## src/rtl/core/gwm_pkg.sv

```systemverilog
`default_nettype none
// ----------------------------------------------------------------------------
// gwm_pkg: shared definitions for the glob wildcard matcher
// Element store sizing, request mode codes, pattern characters and the
// structures that pass between the parser, the element store and the NFA.
// ----------------------------------------------------------------------------
package gwm_pkg;

	localparam int MAX_ELEMENTS = 32;
	localparam int NPOS         = MAX_ELEMENTS + 1;
	localparam int CNT_W        = $clog2(NPOS);
	localparam int IDX_W        = (MAX_ELEMENTS > 1) ? $clog2(MAX_ELEMENTS) : 1;
	localparam int LVLS         = $clog2(NPOS);

	typedef enum logic [1:0] {
		MODE_PAT_BYTE  = 2'd0,
		MODE_PAT_END   = 2'd1,
		MODE_SUBJ_BYTE = 2'd2,
		MODE_SUBJ_END  = 2'd3
	} mode_t;

	localparam logic [7:0] CH_STAR   = 8'h2A;
	localparam logic [7:0] CH_QUEST  = 8'h3F;
	localparam logic [7:0] CH_LBRACK = 8'h5B;
	localparam logic [7:0] CH_RBRACK = 8'h5D;
	localparam logic [7:0] CH_BANG   = 8'h21;
	localparam logic [7:0] CH_CARET  = 8'h5E;
	localparam logic [7:0] CH_DASH   = 8'h2D;

	typedef logic [255:0] byte_set_t;

	typedef struct packed {
		logic             en;
		logic             star;
		logic [IDX_W-1:0] idx;
		byte_set_t        set;
	} commit_t;

	typedef struct packed {
		logic             closed;
		logic             ovf;
		logic [CNT_W-1:0] count;
	} pat_status_t;

endpackage
`default_nettype wire

```

## src/rtl/core/gwm_nfa.sv

```systemverilog
`default_nettype none
// ----------------------------------------------------------------------------
// gwm_nfa: position-set matcher
// Holds the active position vector before star closure; the closure is a
// prefix network over the star bits, and each subject byte steps the vector.
// ----------------------------------------------------------------------------
module gwm_nfa import gwm_pkg::*; (
	input  wire logic                    clk,
	input  wire logic                    arst_n,
	input  wire logic                    fire,
	input  wire mode_t                   mode,
	input  wire logic [7:0]              byte_value,
	input  wire pat_status_t             status,
	input  wire logic [MAX_ELEMENTS-1:0] star_vec,
	input  wire logic [MAX_ELEMENTS-1:0] hit_vec,
	output logic                         end_active
);

	logic [NPOS-1:0]         raw_q;
	logic [MAX_ELEMENTS-1:0] lane_on;
	logic [NPOS-1:0]         gl [LVLS+1];
	logic [NPOS-1:0]         pl [LVLS+1];
	logic [NPOS-1:0]         eff;
	logic [NPOS-1:0]         step;

	always_comb begin
		for (int i = 0; i < MAX_ELEMENTS; i++) begin
			lane_on[i] = CNT_W'(i) < status.count;
		end
		gl[0]    = raw_q;
		pl[0][0] = 1'b0;
		for (int j = 1; j < NPOS; j++) begin
			pl[0][j] = star_vec[j-1] && lane_on[j-1];
		end
		for (int k = 0; k < LVLS; k++) begin
			for (int j = 0; j < NPOS; j++) begin
				if (j >= (1 << k)) begin
					gl[k+1][j] = gl[k][j] | (pl[k][j] & gl[k][j-(1<<k)]);
					pl[k+1][j] = pl[k][j] & pl[k][j-(1<<k)];
				end else begin
					gl[k+1][j] = gl[k][j];
					pl[k+1][j] = pl[k][j];
				end
			end
		end
		eff = gl[LVLS];

		step = '0;
		for (int i = 0; i < MAX_ELEMENTS; i++) begin
			if (eff[i] && lane_on[i]) begin
				if (star_vec[i]) begin
					step[i] = 1'b1;
				end else if (hit_vec[i]) begin
					step[i+1] = 1'b1;
				end
			end
		end
	end

	assign end_active = eff[status.count];

	always_ff @(posedge clk or negedge arst_n) begin
		if (!arst_n) begin
			raw_q <= NPOS'(1);
		end else if (fire) begin
			unique case (mode)
				MODE_PAT_END: begin
					raw_q <= NPOS'(1);
				end
				MODE_SUBJ_BYTE: begin
					if (status.closed && byte_value != 8'd0) begin
						raw_q <= step;
					end
				end
				MODE_SUBJ_END: begin
					if (status.closed) begin
						raw_q <= NPOS'(1);
					end
				end
				default: begin
				end
			endcase
		end
	end

endmodule
`default_nettype wire
```

## config.mk

```make
export PLATFORM = sky130hd
export DESIGN_NAME = gwm_nfa
export DESIGN_NICKNAME = d
export VERILOG_FILES = /design/src/rtl/core/gwm_pkg.sv /design/src/rtl/core/gwm_nfa.sv
export SDC_FILE = /design/constraint.sdc
export NUM_CORES = 1
export LEC_CHECK = 0
export ABC_CLOCK_PERIOD_IN_PS = 8800
export BUFFER_PORTS_ARGS = -buffer_cell sky130_fd_sc_hd__buf_4
export CAP_MARGIN = 30
export CORE_MARGIN = 2
export CORE_UTILIZATION = 51
export DETAILED_ROUTE_END_ITERATION = 6
export PLACE_DENSITY = 0.73
export REMOVE_ABC_BUFFERS = 1
export SLEW_MARGIN = 5
export SYNTH_ARGS = -nofsm -noshare
export SYNTH_HDL_FRONTEND = slang
export SYNTH_SLANG_ARGS = --single-unit
```

## constraint.sdc

```tcl
create_clock -name clk -period 8.8 [get_ports clk]
set_input_delay 1.76 -clock clk [delete_from_list [all_inputs] [get_ports clk]]
set_output_delay 1.76 -clock clk [all_outputs]
set_load 0.005 [all_outputs]
```

After elaboration in Yosys (flattened, before gate mapping)

Cells that the tools add are included.

Bits in latches: 0
Bits of input ports: 85
Register bits after elaboration: 33
Bits in read-only memories: 0
Bits in writable memories: 0
Output and inout bits: 1
Logic and storage cells: 613
Memories: 0

Add/subtract/negate cells: 0
Mux-type cells: 133
Eq/ne operators: 5
$lt $le $gt $ge: 33
Reductions and logical operators: 68
Bitwise operators: 373
Multiply operators: 0
Div/mod/pow operators: 0
Shift operators: 0

Operators with widths:

| kind                                                 | number |
|---|---|
| bitwise AND 1 bit                                    | 238 |
| bitwise OR 1 bit                                     | 135 |
| case mux 33 bit (3 select lines)                     | 1 |
| two-way mux 1 bit                                    | 97 |
| < comparator 5 x 6 -> 1 bit (first input constant)   | 16 |
| two-way mux 33 bit                                   | 2 |
| logical AND 1 bit                                    | 65 |
| two-way mux 2 bit                                    | 32 |
| < comparator 4 x 6 -> 1 bit (first input constant)   | 8 |
| < comparator 3 x 6 -> 1 bit (first input constant)   | 4 |
| < comparator 1 x 6 -> 1 bit (first input constant)   | 2 |
| < comparator 2 x 6 -> 1 bit (first input constant)   | 2 |
| nonzero test 8 bit                                   | 1 |
| < comparator 6 x 7 -> 1 bit (second input constant)  | 1 |
| binary-select mux 1 bit (select 6 bit)               | 1 |
| equality test 2 bit (second input constant)          | 2 |
| inequality test 2 bit (second input constant)        | 2 |
| AND reduction 4 bit                                  | 1 |
| nonzero test 3 bit                                   | 1 |
| equality test 2 x 1 -> 1 bit (second input constant) | 1 |

Logic depth before layout (Yosys ltp)

Gate-level depths: netlist of run 1.

Depth in word-level cells: 68
Mapped depth: 13

Worst setup path after synthesis of run 1

No wires, ideal clock.

Path kind: input port to output port
Start: input port status[2] in the netlist's numbering
End: output port end_active
Data required time: 7040 ps
Path slack: 2768 ps
Buffers on the path: 2
Stages on the path: 11
Arrival: 4272 ps
Cells stage by stage: buf_6 -> or4_4 -> buf_6 -> a311oi_4 -> a211oi_2 -> or2_4 -> a2111o_1 -> a21oi_2 -> a211oi_1 -> o41ai_2 -> a22oi_1

Cells in the longest elaborated chain, start to end: 15
Elaborated cells between the ends (all ways): 439
Classes of those cells: order compare (32); mux (2); bitwise (373); reduce/logical (32)

Ends and longest elaborated chain:

| item                                      | RTL line      | text |
|---|---|---|
| from (decl)                               | gwm_nfa.sv:13 | `input wire pat_status_t status,` |
| < comparator 1 x 6 -> 1 bit               | gwm_nfa.sv:28 | `lane_on[i] = CNT_W'(i) < status.count;` |
| logical AND 1 bit                         | gwm_nfa.sv:33 | `pl[0][j] = star_vec[j-1] && lane_on[j-1];` |
| bitwise AND 1 bit                         | gwm_nfa.sv:38 | `gl[k+1][j] = gl[k][j] \| (pl[k][j] & gl[k][j-(1<<k)]);` |
| bitwise OR 1 bit                          | gwm_nfa.sv:38 |  |
| bitwise AND 1 bit                         | gwm_nfa.sv:38 |  |
| bitwise OR 1 bit                          | gwm_nfa.sv:38 |  |
| bitwise AND 1 bit                         | gwm_nfa.sv:38 |  |
| bitwise OR 1 bit                          | gwm_nfa.sv:38 |  |
| bitwise AND 1 bit                         | gwm_nfa.sv:38 |  |
| bitwise OR 1 bit                          | gwm_nfa.sv:38 |  |
| bitwise AND 1 bit                         | gwm_nfa.sv:38 |  |
| bitwise OR 1 bit (2 in series)            | gwm_nfa.sv:38 |  |
| binary-select mux 1 bit (select 6 bit) *  | gwm_nfa.sv:60 | `assign end_active = eff[status.count];` |
| two-way mux 1 bit (not written as such) * | gwm_nfa.sv:60 |  |
| to (decl)                                 | gwm_nfa.sv:16 | `output logic end_active` |

Every way passes the cells marked *; elsewhere a longest branch is shown, timed or not. The select of a mux whose other input is x is not followed.

Worst setup path in the final report of run 1

Start: input port status[5] in the netlist's numbering
End: output port end_active

Same word-level chain as after synthesis.

==> results of run 1 <==
-- layout make-up --
type / instances / area (sq um) / share of cell area
Inverter: 19 / 71.32 / 0.01551
Timing Repair Buffer: 86 / 645.6 / 0.1404
Tap cell: 99 / 123.9 / 0.02693
Clock buffer: 8 / 90.09 / 0.01959
Sequential cell: 33 / 827.0 / 0.1798
Multi-Input combinational cell: 447 / 2841 / 0.6178
-- report_power, final --
part           total, mW  leakage [nW]  internal (mW)  switching (mW)
Combinational      0.129          1.42         0.0523          0.0768
Clock              0.130        0.0455         0.0641          0.0662
Sequential         0.156         0.457          0.153         0.00238
-- critical path: stages --
cell and delay [ns]:
buf_4 0.34, or2_2 0.38, o21ai_0 0.19, or3b_2 0.55
o31a_1 0.31, o21ai_1 0.30, a21boi_0 0.32, a211oi_1 0.46
o41ai_2 0.15, a22oi_1 0.20, buf_4 0.15
-- worst min-delay path by stage --
| stage | end | startpoint |
|---|---|---|
| finish | raw_q[0] | raw_q[0] |
| global route | raw_q[30] | raw_q[30] |
| CTS | raw_q[0] | raw_q[0] |
| detailed placement | raw_q[0] | raw_q[0] |
| global placement | raw_q[11] | raw_q[11] |
| floorplan | raw_q[30] | raw_q[30] |
-- layer usage --
layer,vias to the layer above,global-route usage,part of all wire
met2,255,0.5173,0.46
met4,0,0.1023,0.020
li1,2205,-,-
met1,2255,0.4560,0.44
met5,-,0,0
met3,34,0.04066,0.082
-- cell families after synthesis --
kind of cell	Yosys count	share of synthesized area
AO/OA/AOI/OAI	247	0.4524
buffers and inverters	52	0.05679
multiplexers	5	0.01291
AND/OR/NAND/NOR	195	0.2646
flip-flops	33	0.2133
-- placed cells by master, fill, tap and decap left out, types with 5 or more instances in the layout --
cell type	n
a21oi_1	40
o21a_1	12
nand2_1	47
nor2b_1	11
o22ai_1	7
o211ai_1	12
a21boi_0	7
nor4_1	6
o31ai_1	8
or3_1	5
buf_4	86
clkbuf_8	6
dfrtp_1	32
a31oi_1	12
nor3_1	15
and2_1	6
nand4_1	6
nand3b_1	6
a211oi_1	9
mux2i_1	5
nand3_1	17
a22o_1	14
inv_1	19
or2_2	5
o21ai_0	53
nand4b_1	6
and3_1	5
a21o_1	13
nor2_1	40
-- stage by stage --
| stage | worst slack (ns) | util | cell area (sq um) | hold slack, ns |
|---|---|---|---|---|
| after floorplan | 2.937 | - | 3729 | 0.4736 |
| after CTS | 2.015 | 0.6307 | 4599 | 0.5179 |
| final | 1.902 | 0.6307 | 4599 | 0.5163 |
| after global placement | 2.018 | 0.6184 | 4509 | 0.5014 |
| after detailed placement | 2.032 | 0.6184 | 4509 | 0.5077 |
| after global routing | 1.749 | 0.6307 | 4599 | 0.5589 |
==> impl_metrics.xml, run 1 <==
<?xml version="1.0" encoding="UTF-8"?>
<metrics>
  <group name="cts">
    <metric name="clk_path_buf_depth" unit="">2</metric>
    <metric name="clock_insertion_delay_worst_skew" unit="ns">0.30</metric>
    <metric name="cts_buffers" unit="">5</metric>
    <metric name="cts-root-buf" unit="">clkbuf_8</metric>
    <metric name="post_cts_sizing_count" unit="">0</metric>
    <metric name="ctsHtreeMaxLevel" unit="">2</metric>
    <metric name="hold_buffers" unit="">0</metric>
    <metric name="cts.repair_timing.setup_buffer_count" unit="">0</metric>
    <metric name="worst_setup_hold_path_clk_slew" unit="ns">0.07</metric>
    <metric name="clock-sinks" unit="">33</metric>
    <metric name="cts_tree" unit="">yes</metric>
  </group>
  <group name="final_layout">
    <metric name="post_layout_nonfiller_instances" unit="">692</metric>
    <metric name="num-nets-final" unit="">677</metric>
    <metric name="diodes_inserted" unit="">0</metric>
    <metric name="largest_register_ffs" unit="">33</metric>
    <metric name="registers.top_by_ff_count" unit="">raw_q</metric>
    <metric name="registers_with_the_most_flip_flops" unit="">raw_q x33</metric>
    <metric name="filler_cell_count" unit="">687</metric>
    <metric name="drive_gt1_frac" unit="">0.1906</metric>
    <metric name="area_delta_synth_final" unit="%">18.62</metric>
  </group>
  <group name="synthesis">
    <metric name="yosys_most_used_dff" unit="">dfrtp_1</metric>
    <metric name="post-synth-top-count-cell" unit="">o21ai_0</metric>
    <metric name="yosys.cell_types.count" unit="">78</metric>
    <metric name="netlist_area" unit="sq um">3877</metric>
    <metric name="ys.warnings.count" unit="">0</metric>
    <metric name="syn_inst" unit="">532</metric>
    <metric name="synth-seq-cells" unit="">33</metric>
    <metric name="synth_largest_type_area_fraction" unit="">0.2065</metric>
    <metric name="synth_enable_flop_cells" unit="">0</metric>
    <metric name="synth_top_area_cell" unit="">dfrtp_1</metric>
    <metric name="async_reset_ff_frac" unit="">1.000</metric>
    <metric name="top_cells_by_area_in_the_synthesized_netlist" unit="">dfrtp_1, o21ai_0, a21oi_1, nand2_1, nor2_1</metric>
    <metric name="ys_seq_area_frac" unit="">0.2133</metric>
    <metric name="synth_top_cells_by_count" unit="">o21ai_0, nand2_1, a21oi_1, nor2_1, dfrtp_1</metric>
    <metric name="syn_avg_cell_area" unit="sq um">7.288</metric>
  </group>
  <group name="sta">
    <metric name="timing.final.hold_violations" unit="">0</metric>
    <metric name="tightest_slew" unit="ns">0.7150</metric>
    <metric name="relSlewSlack" unit="">0.5234</metric>
    <metric name="period_minus_slack" unit="ns">6.898</metric>
    <metric name="finClkSkew" unit="ns">0.01435</metric>
    <metric name="period_share" unit="">0.7839</metric>
    <metric name="rsz_0062_raised_after_global_routing" unit="">no</metric>
    <metric name="fmax" unit="MHz">145.0</metric>
    <metric name="final.setup.tns" unit="ns">0</metric>
    <metric name="timing.final.setup_violations" unit="">0</metric>
    <metric name="slew_limit_fails" unit="">0</metric>
  </group>
  <group name="worst_setup_path">
    <metric name="critPathMaxFanout" unit="">36</metric>
    <metric name="r2r-start" unit="">raw_q[0]</metric>
    <metric name="crit-reg2reg-capture" unit="">raw_q[27]</metric>
    <metric name="cp.arrival" unit="ns">5.14</metric>
    <metric name="setup.worst_path.class" unit="">input pin to output pin</metric>
    <metric name="endpoint_of_the_most_critical_setup_path" unit="">end_active</metric>
    <metric name="r2r_cells" unit="">10</metric>
    <metric name="start_kind" unit="">input pin</metric>
    <metric name="worstSetupEndpointType" unit="">output pin</metric>
    <metric name="worst-endpoint-required" unit="ns">7.04</metric>
    <metric name="crit_path_start" unit="">status[5]</metric>
    <metric name="r2r_slack" unit="ns">5.90</metric>
  </group>
  <group name="global_route">
    <metric name="grt_pass1_vias" unit="">4398</metric>
    <metric name="globalRouteTotalUtil" unit="">0.3244</metric>
    <metric name="grt_antenna_before_repair" unit="">0</metric>
    <metric name="grt_pass1_wl" unit="mm">22.23</metric>
    <metric name="grt_overflow" unit="">0</metric>
    <metric name="grt_max_degree" unit="">37</metric>
  </group>
  <group name="min_path">
    <metric name="timing.hold.worst.class" unit="">register to register</metric>
    <metric name="worst_hold_path_stage_count" unit="">2</metric>
  </group>
  <group name="floorplanning">
    <metric name="top_level_ports" unit="">86</metric>
    <metric name="placeableCoreArea" unit="sq um">7292</metric>
    <metric name="die_x" unit="microns">91.20</metric>
    <metric name="fp.dieArea" unit="sq um">8317</metric>
    <metric name="dieHeight" unit="microns">91.20</metric>
    <metric name="initial_core_util" unit="">0.5317</metric>
    <metric name="placementRows" unit="">31</metric>
  </group>
  <group name="power_and_ir_drop">
    <metric name="pwr_density_cell" unit="nW/um^2">90.25</metric>
    <metric name="cellLeakagePower" unit="nW">1.926</metric>
    <metric name="worst_supply_voltage_drop_on_vdd" unit="mV">0.04440</metric>
    <metric name="overall_power" unit="mW">0.4151</metric>
  </group>
  <group name="placed_design">
    <metric name="detailedPlacementHpwl" unit="mm">9.633</metric>
    <metric name="portBuffers" unit="">84</metric>
    <metric name="place.gp.congestion" unit="">0.9297</metric>
    <metric name="placed_cells_incl_taps" unit="">684</metric>
  </group>
  <group name="detailed_routing">
    <metric name="route.vias.total" unit="">4749</metric>
    <metric name="post_drt_via_cell_ratio" unit="">6.863</metric>
    <metric name="drt_drc_violations_left" unit="">0</metric>
    <metric name="ant_nets" unit="">0</metric>
    <metric name="route.final.wire_length" unit="mm">13.61</metric>
    <metric name="routed_wire_per_std_cell" unit="microns">19.67</metric>
    <metric name="firstDrtPassIters" unit="">6</metric>
    <metric name="detailedRoute.firstIterationViolations" unit="">326</metric>
  </group>
  <group name="run_status">
    <metric name="status" unit="">complete, no violations</metric>
  </group>
  <group name="run">
    <metric name="maxCapViolCount" unit="">0</metric>
  </group>
</metrics>
Power figures use the tool's default switching activity.
==> inputs of run 2 (changes only) <==
- ABC_CLOCK_PERIOD_IN_PS: 8800 -> 7200
- clock period: 8.8 -> 7.2 ns (I/O delays scaled with it)
==> impl_metrics.xml, run 2 (synthesized netlist as in run 1, its figures left out) <==
<?xml version="1.0" encoding="UTF-8"?>
<metrics>
  <group name="final_layout">
    <metric name="diodes_inserted" unit="">0</metric>
    <metric name="commonest_cells_after_routing_fill_and_taps_aside" unit="">buf_4, o21ai_0, nand2_1</metric>
    <metric name="registers_with_the_most_flip_flops" unit="">raw_q x33</metric>
    <metric name="area_delta_synth_final" unit="%">18.62</metric>
    <metric name="largest_register_ffs" unit="">33</metric>
    <metric name="num-nets-final" unit="">677</metric>
    <metric name="drive_gt1_frac" unit="">0.1906</metric>
    <metric name="registers.top_by_ff_count" unit="">raw_q</metric>
    <metric name="layout_commonest_cell" unit="">buf_4</metric>
  </group>
  <group name="worst_setup_path">
    <metric name="cp.arrival" unit="ns">4.87</metric>
    <metric name="worst-endpoint-required" unit="ns">5.76</metric>
    <metric name="critical_path.slowest_cell" unit="">or3b_2</metric>
    <metric name="crit_path_start" unit="">status[5]</metric>
    <metric name="slowest_delay" unit="ns">0.55</metric>
    <metric name="crit-reg2reg-capture" unit="">raw_q[27]</metric>
    <metric name="r2r_slack" unit="ns">4.28</metric>
    <metric name="r2r_cells" unit="">10</metric>
    <metric name="setup.worst_path.class" unit="">input pin to output pin</metric>
    <metric name="endpoint_of_the_most_critical_setup_path" unit="">end_active</metric>
    <metric name="worstSetupEndpointType" unit="">output pin</metric>
    <metric name="r2r-start" unit="">raw_q[0]</metric>
    <metric name="start_kind" unit="">input pin</metric>
    <metric name="critical_path.most_common_cell" unit="">buf_4</metric>
    <metric name="critPathMaxFanout" unit="">36</metric>
    <metric name="path_delay_family" unit="">compound AO/OA/AOI/OAI gates</metric>
    <metric name="cp.depth" unit="">11</metric>
    <metric name="chain_of_cells_forming_the_critical_path" unit="">buf_4 &gt; or2_2 &gt; o21ai_0 &gt; or3b_2 &gt; o31a_1 &gt; o21ai_1 &gt; a21boi_0 &gt; a211oi_1 &gt; o41ai_2 &gt; a22oi_1 &gt; buf_4</metric>
    <metric name="cp.buffers_inverters" unit="">2</metric>
  </group>
  <group name="cts">
    <metric name="ctsHtreeMaxLevel" unit="">2</metric>
    <metric name="post_cts_sizing_count" unit="">0</metric>
    <metric name="hold_buffers" unit="">0</metric>
    <metric name="cts-root-buf" unit="">clkbuf_8</metric>
    <metric name="clock-sinks" unit="">33</metric>
    <metric name="clock_insertion_delay_worst_skew" unit="ns">0.31</metric>
    <metric name="worst_setup_hold_path_clk_slew" unit="ns">0.07</metric>
    <metric name="cts_tree" unit="">yes</metric>
    <metric name="cts.repair_timing.setup_buffer_count" unit="">0</metric>
    <metric name="clk_path_buf_depth" unit="">2</metric>
    <metric name="cts_buffers" unit="">5</metric>
  </group>
  <group name="detailed_routing">
    <metric name="post_drt_via_cell_ratio" unit="">6.887</metric>
    <metric name="drt_drc_violations_left" unit="">0</metric>
    <metric name="route.vias.total" unit="">4766</metric>
    <metric name="detailedRoute.firstIterationViolations" unit="">383</metric>
    <metric name="routed_wire_per_std_cell" unit="microns">19.46</metric>
    <metric name="route.final.wire_length" unit="mm">13.47</metric>
    <metric name="firstDrtPassIters" unit="">5</metric>
    <metric name="ant_nets" unit="">0</metric>
  </group>
  <group name="floorplanning">
    <metric name="initial_core_util" unit="">0.5317</metric>
    <metric name="fp.dieArea" unit="sq um">8317</metric>
    <metric name="placeableCoreArea" unit="sq um">7292</metric>
    <metric name="dieHeight" unit="microns">91.20</metric>
    <metric name="die_x" unit="microns">91.20</metric>
    <metric name="top_level_ports" unit="">86</metric>
    <metric name="placementRows" unit="">31</metric>
  </group>
  <group name="power_and_ir_drop">
    <metric name="worst_supply_voltage_drop_on_vdd" unit="mV">0.05795</metric>
    <metric name="pwr_density_cell" unit="nW/um^2">109.8</metric>
    <metric name="cellLeakagePower" unit="nW">1.926</metric>
    <metric name="overall_power" unit="mW">0.5052</metric>
  </group>
  <group name="sta">
    <metric name="timing.final.setup_violations" unit="">0</metric>
    <metric name="period_minus_slack" unit="ns">6.306</metric>
    <metric name="tightest_slew" unit="ns">0.7295</metric>
    <metric name="rsz_0062_raised_after_global_routing" unit="">no</metric>
    <metric name="finClkSkew" unit="ns">0.01329</metric>
    <metric name="timing.final.hold_violations" unit="">0</metric>
    <metric name="relSlewSlack" unit="">0.5137</metric>
    <metric name="fmax" unit="MHz">158.6</metric>
    <metric name="final.setup.tns" unit="ns">0</metric>
    <metric name="period_share" unit="">0.8759</metric>
    <metric name="whs" unit="ns">0.5143</metric>
    <metric name="slew_limit_fails" unit="">0</metric>
  </group>
  <group name="global_route">
    <metric name="grt_pass1_vias" unit="">4328</metric>
    <metric name="grt_antenna_before_repair" unit="">0</metric>
    <metric name="globalRouteTotalUtil" unit="">0.3192</metric>
    <metric name="grt_pass1_wl" unit="mm">21.69</metric>
    <metric name="grt_max_degree" unit="">37</metric>
    <metric name="grt_overflow" unit="">0</metric>
  </group>
  <group name="min_path">
    <metric name="timing.hold.worst.class" unit="">register to register</metric>
    <metric name="worst_hold_path_stage_count" unit="">2</metric>
  </group>
  <group name="run_status">
    <metric name="status" unit="">complete, no violations</metric>
  </group>
  <group name="placed_design">
    <metric name="portBuffers" unit="">84</metric>
    <metric name="detailedPlacementHpwl" unit="mm">9.575</metric>
    <metric name="place.gp.congestion" unit="">0.9287</metric>
  </group>
  <group name="run">
    <metric name="maxCapViolCount" unit="">0</metric>
  </group>
</metrics>
-- run 2: cell counts in the layout (fill, tap and decap cells not counted) --
No cell type changed its count.
-- run 2: tightest hold or removal path, cell delays in order, from the launching register on --
cell and delay [ns]:
dfstp_2 0.39, nand2_1 0.05, o21ai_0 0.06
-- run 2: worst min-delay path by stage --
stage                          from         to  slack, ns
after floorplan           raw_q[30]  raw_q[30]       0.47
after global placement    raw_q[11]  raw_q[11]       0.50
after detailed placement   raw_q[0]   raw_q[0]       0.51
after CTS                  raw_q[0]   raw_q[0]       0.52
after global routing      raw_q[11]  raw_q[11]       0.55
final                      raw_q[0]   raw_q[0]       0.51
-- run 2: layout make-up --
type                    count  area, sq um
inverters                  19        71.32
fillers                   710         2693
flip-flops and latches     33        827.0
clock buffers               8        90.09
multi-input cells         447         2841
repair buffers             86        645.6
well taps                  99        123.9
-- run 2: power by group --
group	switching (mW)	internal (mW)	total, mW
combinational	0.0943	0.0639	0.158
sequential	0.00292	0.187	0.190
clock	0.0784	0.0782	0.157
-- run 2: per-layer routing --
metal  up-vias  global-route usage  routed length, microns
met3        47             0.04647                    1402
met2       305              0.4938                    6018
li1       2206                   -                       -
met5         -                   0                       0
met1      2208              0.4499                    5625
met4         0              0.1187                     419
-- run 2: through the flow --
step	util	instances	cell area, sq um	worst slack [ns]
after floorplan	-	499	3729	1.977
after global placement	0.6184	684	4509	1.071
after detailed placement	0.6184	684	4509	1.041
after CTS	0.6307	692	4599	1.020
after global routing	0.6307	692	4599	0.7541
final	0.6307	692	4599	0.8937
